File: src/rtl/core/bds_pkg.sv
// Package for the ARGB box downsampler: shared widths, constants and types.
package bds_pkg;

  // Pixel layout
  localparam int unsigned PIXEL_W  = 32;
  localparam int unsigned CHAN_W   = 8;
  localparam int unsigned NUM_CHAN = 4;

  // Configuration register widths
  localparam int unsigned LG_W      = 3;
  localparam int unsigned DIM_W     = 13;
  localparam int unsigned CFG_IDX_W = 2;

  // Source height limit and row counter width
  localparam int unsigned HEIGHT_LIMIT = 4096;
  localparam int unsigned ROW_W        = 12;

  // Parameter defaults
  localparam int unsigned MAX_SRC_WIDTH_DEF   = 4096;
  localparam int unsigned MAX_FACTOR_LOG2_DEF = 4;

  // Configuration register indexes
  typedef enum logic [CFG_IDX_W-1:0] {
    CFG_FACTOR_LOG2 = 2'd0,
    CFG_SRC_WIDTH   = 2'd1,
    CFG_SRC_HEIGHT  = 2'd2
  } bds_cfg_idx_e;

  // Sequencer states
  typedef enum logic [1:0] {
    ST_IDLE,
    ST_RMW,
    ST_DIV,
    ST_PUSH
  } bds_state_e;

endpackage

File: src/rtl/core/bds_div.sv
// Four-lane restoring divider: channel sums by the block pixel count, one quotient bit a cycle.
module bds_div #(
  parameter int unsigned MAX_FACTOR_LOG2 = bds_pkg::MAX_FACTOR_LOG2_DEF,
  localparam int unsigned SUM_W = bds_pkg::CHAN_W + 2 * MAX_FACTOR_LOG2,
  localparam int unsigned CNT_W = 2 * MAX_FACTOR_LOG2 + 1
) (
  input  logic                             clk_i,
  input  logic                             rst_ni,
  input  logic                             start_i,
  input  logic [bds_pkg::NUM_CHAN*SUM_W-1:0] sums_i,
  input  logic [CNT_W-1:0]                 cnt_i,
  output logic                             busy_o,
  output logic                             done_o,
  output logic [bds_pkg::PIXEL_W-1:0]      quot_o
);
  import bds_pkg::*;

  localparam int unsigned REM_W  = CNT_W + 1;
  localparam int unsigned STEP_W = $clog2(CHAN_W);
  localparam logic [STEP_W-1:0] LAST_STEP = STEP_W'(CHAN_W - 1);

  logic [REM_W-1:0]  rem_q [NUM_CHAN];
  logic [REM_W-1:0]  rem_d [NUM_CHAN];
  logic [CHAN_W-1:0] quo_q [NUM_CHAN];
  logic [CHAN_W-1:0] quo_d [NUM_CHAN];
  logic [STEP_W-1:0] step_q;
  logic              busy_q;
  logic              done_q;

  // One restoring step per lane; the quotient shifts in where the low dividend bits shift out
  always_comb begin
    for (int k = 0; k < NUM_CHAN; k++) begin
      logic [REM_W-1:0] trial;
      logic             ge;
      trial    = {rem_q[k][REM_W-2:0], quo_q[k][CHAN_W-1]};
      ge       = (trial >= {1'b0, cnt_i});
      rem_d[k] = ge ? (trial - {1'b0, cnt_i}) : trial;
      quo_d[k] = {quo_q[k][CHAN_W-2:0], ge};
    end
  end

  // Lane datapath: the high part of the sum is below the count, so eight steps suffice
  always_ff @(posedge clk_i) begin
    for (int k = 0; k < NUM_CHAN; k++) begin
      if (start_i) begin
        rem_q[k] <= REM_W'({1'b0, sums_i[(NUM_CHAN-1-k)*SUM_W +: SUM_W]} >> CHAN_W);
        quo_q[k] <= sums_i[(NUM_CHAN-1-k)*SUM_W +: CHAN_W];
      end else if (busy_q) begin
        rem_q[k] <= rem_d[k];
        quo_q[k] <= quo_d[k];
      end
    end
  end

  // Step counter and status
  always_ff @(posedge clk_i or negedge rst_ni) begin
    if (!rst_ni) begin
      step_q <= '0;
      busy_q <= 1'b0;
      done_q <= 1'b0;
    end else begin
      done_q <= !start_i && busy_q && (step_q == LAST_STEP);
      if (start_i) begin
        step_q <= '0;
        busy_q <= 1'b1;
      end else if (busy_q) begin
        step_q <= step_q + 1'b1;
        if (step_q == LAST_STEP) begin
          busy_q <= 1'b0;
        end
      end
    end
  end

  assign busy_o = busy_q;
  assign done_o = done_q;
  always_comb begin
    for (int k = 0; k < NUM_CHAN; k++) begin
      quot_o[(NUM_CHAN-1-k)*CHAN_W +: CHAN_W] = quo_q[k];
    end
  end

  // Checks
  a_no_restart: assert property (@(posedge clk_i) disable iff (!rst_ni)
    start_i |-> !busy_q) else $error("divider started while busy");
  a_done_after_busy: assert property (@(posedge clk_i) disable iff (!rst_ni)
    done_q |-> ($past(busy_q) && !busy_q)) else $error("done without a running division");
  a_done_on_last: assert property (@(posedge clk_i) disable iff (!rst_ni)
    (busy_q && !start_i && step_q == LAST_STEP) |=> done_q)
    else $error("division did not finish on its last step");

endmodule

File: config.mk
export PLATFORM = sky130hd
export DESIGN_NAME = bds_div
export DESIGN_NICKNAME = d
export VERILOG_FILES = /design/src/rtl/core/bds_pkg.sv /design/src/rtl/core/bds_div.sv
export SDC_FILE = /design/constraint.sdc
export NUM_CORES = 1
export LEC_CHECK = 0
export ABC_AREA = 1
export ABC_CLOCK_PERIOD_IN_PS = 2250
export BUFFER_PORTS_ARGS = -buffer_cell sky130_fd_sc_hd__buf_2
export CAP_MARGIN = 25
export CELL_PAD_IN_SITES_DETAIL_PLACEMENT = 0
export CELL_PAD_IN_SITES_GLOBAL_PLACEMENT = 2
export CORE_MARGIN = 5
export CORE_UTILIZATION = 29
export DETAILED_ROUTE_END_ITERATION = 12
export GPL_TIMING_DRIVEN = 0
export PLACE_DENSITY_LB_ADDON = 0.12
export RECOVER_POWER = 25
export SYNTH_ARGS = -nofsm -noshare
export SYNTH_HDL_FRONTEND = slang
export SYNTH_SLANG_ARGS = --single-unit
File: constraint.sdc
create_clock -name clk_i -period 2.25 [get_ports clk_i]
set_clock_uncertainty 0.15 [all_clocks]
set_input_delay 0.1125 -clock clk_i [delete_from_list [all_inputs] [get_ports clk_i]]
set_output_delay 0.1125 -clock clk_i [all_outputs]
set_load 0.02 [all_outputs]
==> flow_summary_export.csv <==
group,metric,value,unit
run_status,outcome,"completed",
die,die_w,151,microns
critical_path,worst-setup-path-type,"flip-flop to flip-flop",
power,intPower,4.63,mW
die,initial_core_util,29.5,%
yosys,ys.warnings.count,0,
worst_hold_path,min_to,"quo_q[0][8]",
finish,num-fill-cells,2021,
yosys,post_synth.cell_area_avg,7.27,sq um
die,ios,110,
sta,slew_headroom,50.0,%
die,core,19500,sq um
sta,hold_viol_final,0,
finish,drive_gt1_share,18.4,%
clock_network,cts_root_buffer,"clkbuf_16",
die,rows,51,
drt,drt_pass1_iterations,6,
clock_network,cts_buffers,9,
yosys,yosysSeqAreaShare,37.7,%
clock_network,clk_latency,0.34,ns
critical_path,critPathMaxFanout,5,
drt,drt_iter0_markers,190,
finish,finalNetCount,1114,
global_routing,grt_pass1_wl,29200,microns
critical_path,critPathArrivalTime,2.09,ns
power,p_switching,3.55,mW
sta,rsz0062_at_grt,"yes",
critical_path,required,2.19,ns
critical_path,rrSetupSlack,0.1,ns
power,power_density,1030,nW/um^2
drt,vias,5529,
sta,maxSlewViolCount,0,
die,dieArea,22700,sq um
yosys,ys_ff_latch,73,
critical_path,timing.rr.start,"quo_q[0][7]",
yosys,yosysUniqueCellTypes,30,
placement,dp_hpwl,13600,microns
drt,drt_wl_total,18500,microns
run,drv_cap,0,
critical_path,worstRegToRegCells,11,
critical_path,critPathLaunch,"quo_q[0][7]",
sta,fmax,464,MHz
placement,place_congestion,0.812,
power,p_leak,4.11,nW
worst_hold_path,hold_start,"sums_i[32]",
global_routing,grt_max_degree,36,
die,die_h,151,microns
finish,syn2layout_area_growth,37.5,%
placement,pre_cts_ws,-0.0650,ns
clock_network,cts_max_level,3,
worst_hold_path,holdPathStages,3,
yosys,synth_fp_nets,909,
power,clockPowerShare,17.6,%
global_routing,antenna_found_initial,1,
global_routing,grt_usage,16.6,%
power,combPwrFrac,55.4,%
clock_network,cts_buffer_depth,2,
power,vdd_ir_drop_max,336,uV
yosys,synthCells,791,
critical_path,r2r_end,"rem_q[0][6]",
power,seqPwrFrac,27.0,%
clock_network,clkTransAtPathRegs,0.06,ns
drt,wl_per_cell,14.6,microns
drt,drc,0,
drt,via_per_inst,4.37,
worst_hold_path,min_path_type,"primary input to flip-flop",
critical_path,critPathLaunchType,"flip-flop",
sta,min_period,2.15,ns
global_routing,grt.overflow.total,0,
placement,portBuffers,109,
global_routing,grt_pass1_vias,5799,
drt,ant_nets,0,
clock_network,tritoncts,"built",
finish,antennaDiodeCount,0,
clock_network,clkSinkCount,73,
power,switching_share,43.4,%
sta,worst_slew_pin_slew,0.751,ns
sta,setup_viol,0,
sta,finalWorstSetupSlack,0.0968,ns
sta,tns,0,ns
critical_path,endpoint_kind,"flip-flop",
yosys,synth_area,5750,sq um
sta,finalCritPeriodShare,95.7,%
[synthesized netlist by cell type]
cell type,number,share of area (%)
dfrtp_1,5,2.2
a21oi_2,4,0.61
clkbuf_1,5,0.33
buf_6,8,1.6
o21ai_0,5,0.44
nand2_1,326,21
nand3_1,88,7.7
inv_1,121,7.9
xnor2_1,8,1.2
fa_1,4,1.4
nand2_4,2,0.39
buf_2,8,0.70
nand2_8,2,0.70
nor2_4,2,0.39
nand2_2,15,1.6
clkinv_2,1,0.087
nand4_1,5,0.54
inv_2,4,0.26
nor2_2,4,0.44
nand4_2,3,0.65
a31oi_1,2,0.22
xor2_1,4,0.61
a21oi_1,14,1.2
nor2_1,38,2.5
o211ai_1,2,0.26
nor2_8,1,0.35
ha_1,38,8.3
edfxtp_1,68,36
nand3b_2,2,0.39
a22o_1,2,0.30
[per-stage QoR]
step / hold slack [ns] / instance area (sq um) / power [mW] / utilization [%] / std cells
finish: 0.0271 / 7900 / 8.17 / 40.6 / 1266
global route: 0.0444 / 7900 / 8.97 / 40.6 / 1266
CTS: 0.00732 / 7640 / 7.90 / 39.2 / 1249
detailed placement: -0.217 / 6680 / 6.29 / 34.3 / 1167
global placement: -0.222 / 6640 / 6.29 / 34.1 / 1165
floorplan: -0.333 / 5760 / 5.30 / - / 791
[worst max path at each step]
stage	slack (ns)	endpoint	cells after the start
after floorplan	0.07	quo_q[0][0]	2
after global placement	-0.55	rem_q[0][8]	2
after global routing	-0.002	rem_q[0][2]	11
after detailed placement	-0.07	rem_q[3][8]	13
after CTS	0.01	rem_q[3][8]	12
final	0.1	rem_q[0][6]	11
[flip-flops by register name, indices dropped and copies added, names as in the netlist]
register  flops
busy_o        1
step_q        3
rem_q        36
done_o        1
quo_q        32
[metal layers]
metal / GRT usage [%] / share of wire, % / vias to the layer above / routed length (microns)
met1: 21.3 / 46 / 2472 / 8590
met2: 27.1 / 46 / 123 / 8440
met4: 6.48 / 2.1 / 2 / 380
met5: 0 / 0.11 / - / 20
met3: 3.92 / 5.7 / 21 / 1050
li1: - / - / 2911 / -
[power groups by stage]
stage                     Sequential (mW)  Clock (mW)  Combinational, mW
after floorplan                      2.25           0               3.06
after global placement               2.22           0               4.08
after detailed placement             2.22           0               4.07
after CTS                            2.20        1.49               4.20
after global routing                 2.26        1.55               5.17
final                                2.21        1.44               4.53
[cell type report]
| cell class | instances | area (sq um) | share of cell area, % |
|---|---|---|---|
| clock buffer | 9 | 225 | 2.85 |
| multi-input combinational | 573 | 3120 | 39.4 |
| sequential | 73 | 2170 | 27.4 |
| buffer | 21 | 149 | 1.88 |
| clock inverter | 7 | 61.3 | 0.776 |
| timing repair buffer | 192 | 1370 | 17.4 |
| inverter | 126 | 478 | 6.05 |
| tap | 265 | 332 | 4.20 |
[placed cells by master (no fill, tap or decap), drive strengths merged]
| cell type | Yosys | routed |
|---|---|---|
| buf | 16 | 106 |
| a22o | 2 | 2 |
| bufinv | 0 | 1 |
| o211ai | 2 | 2 |
| fa | 4 | 4 |
| clkinv | 1 | 7 |
| clkbuf | 5 | 51 |
| dlygate4sd3 | 0 | 65 |
| nor2 | 45 | 45 |
| o21ai | 5 | 5 |
| nand3b | 2 | 2 |
| nand3 | 88 | 88 |
| nand2 | 345 | 347 |
| inv | 125 | 124 |
| xnor2 | 8 | 8 |
| nand4 | 8 | 8 |
| edfxtp | 68 | 68 |
| a31oi | 2 | 2 |
| dfrtp | 5 | 5 |
| a21oi | 18 | 18 |
| clkinvlp | 0 | 1 |
| ha | 38 | 38 |
| xor2 | 4 | 4 |
[worst max-delay path: stages (launching register included)]
cell and delay, ns:
edfxtp_1 0.42, inv_2 0.08, ha_1 0.15, inv_2 0.06, fa_2 0.40, nand4_4 0.11
nand2_2 0.08, nand2_4 0.12, clkbuf_16 0.15, nand3_1 0.06, nand3_1 0.08, nand2_1 0.05
[cell families after synthesis]
| logic type | share of synthesized area [%] |
|---|---|
| AND/OR/NAND/NOR | 36.9 |
| buffers and inverters | 10.8 |
| flip-flops | 37.7 |
| adder cells (fa/ha/maj) | 9.66 |
| AO/OA/AOI/OAI | 3.05 |
| XOR/XNOR | 1.83 |
[timing repair]
item / CTS / global route
gates resized for setup: 5 / 27
hold endpoints to repair: 68 / 0
hold buffers: 65 / 0
buffers inserted: 1 / 13
pin swaps: 1 / 12
endpoints found under the setup margin: 16 / 29
gates cloned: 0 / 4
(Power assumes the default switching activity.)
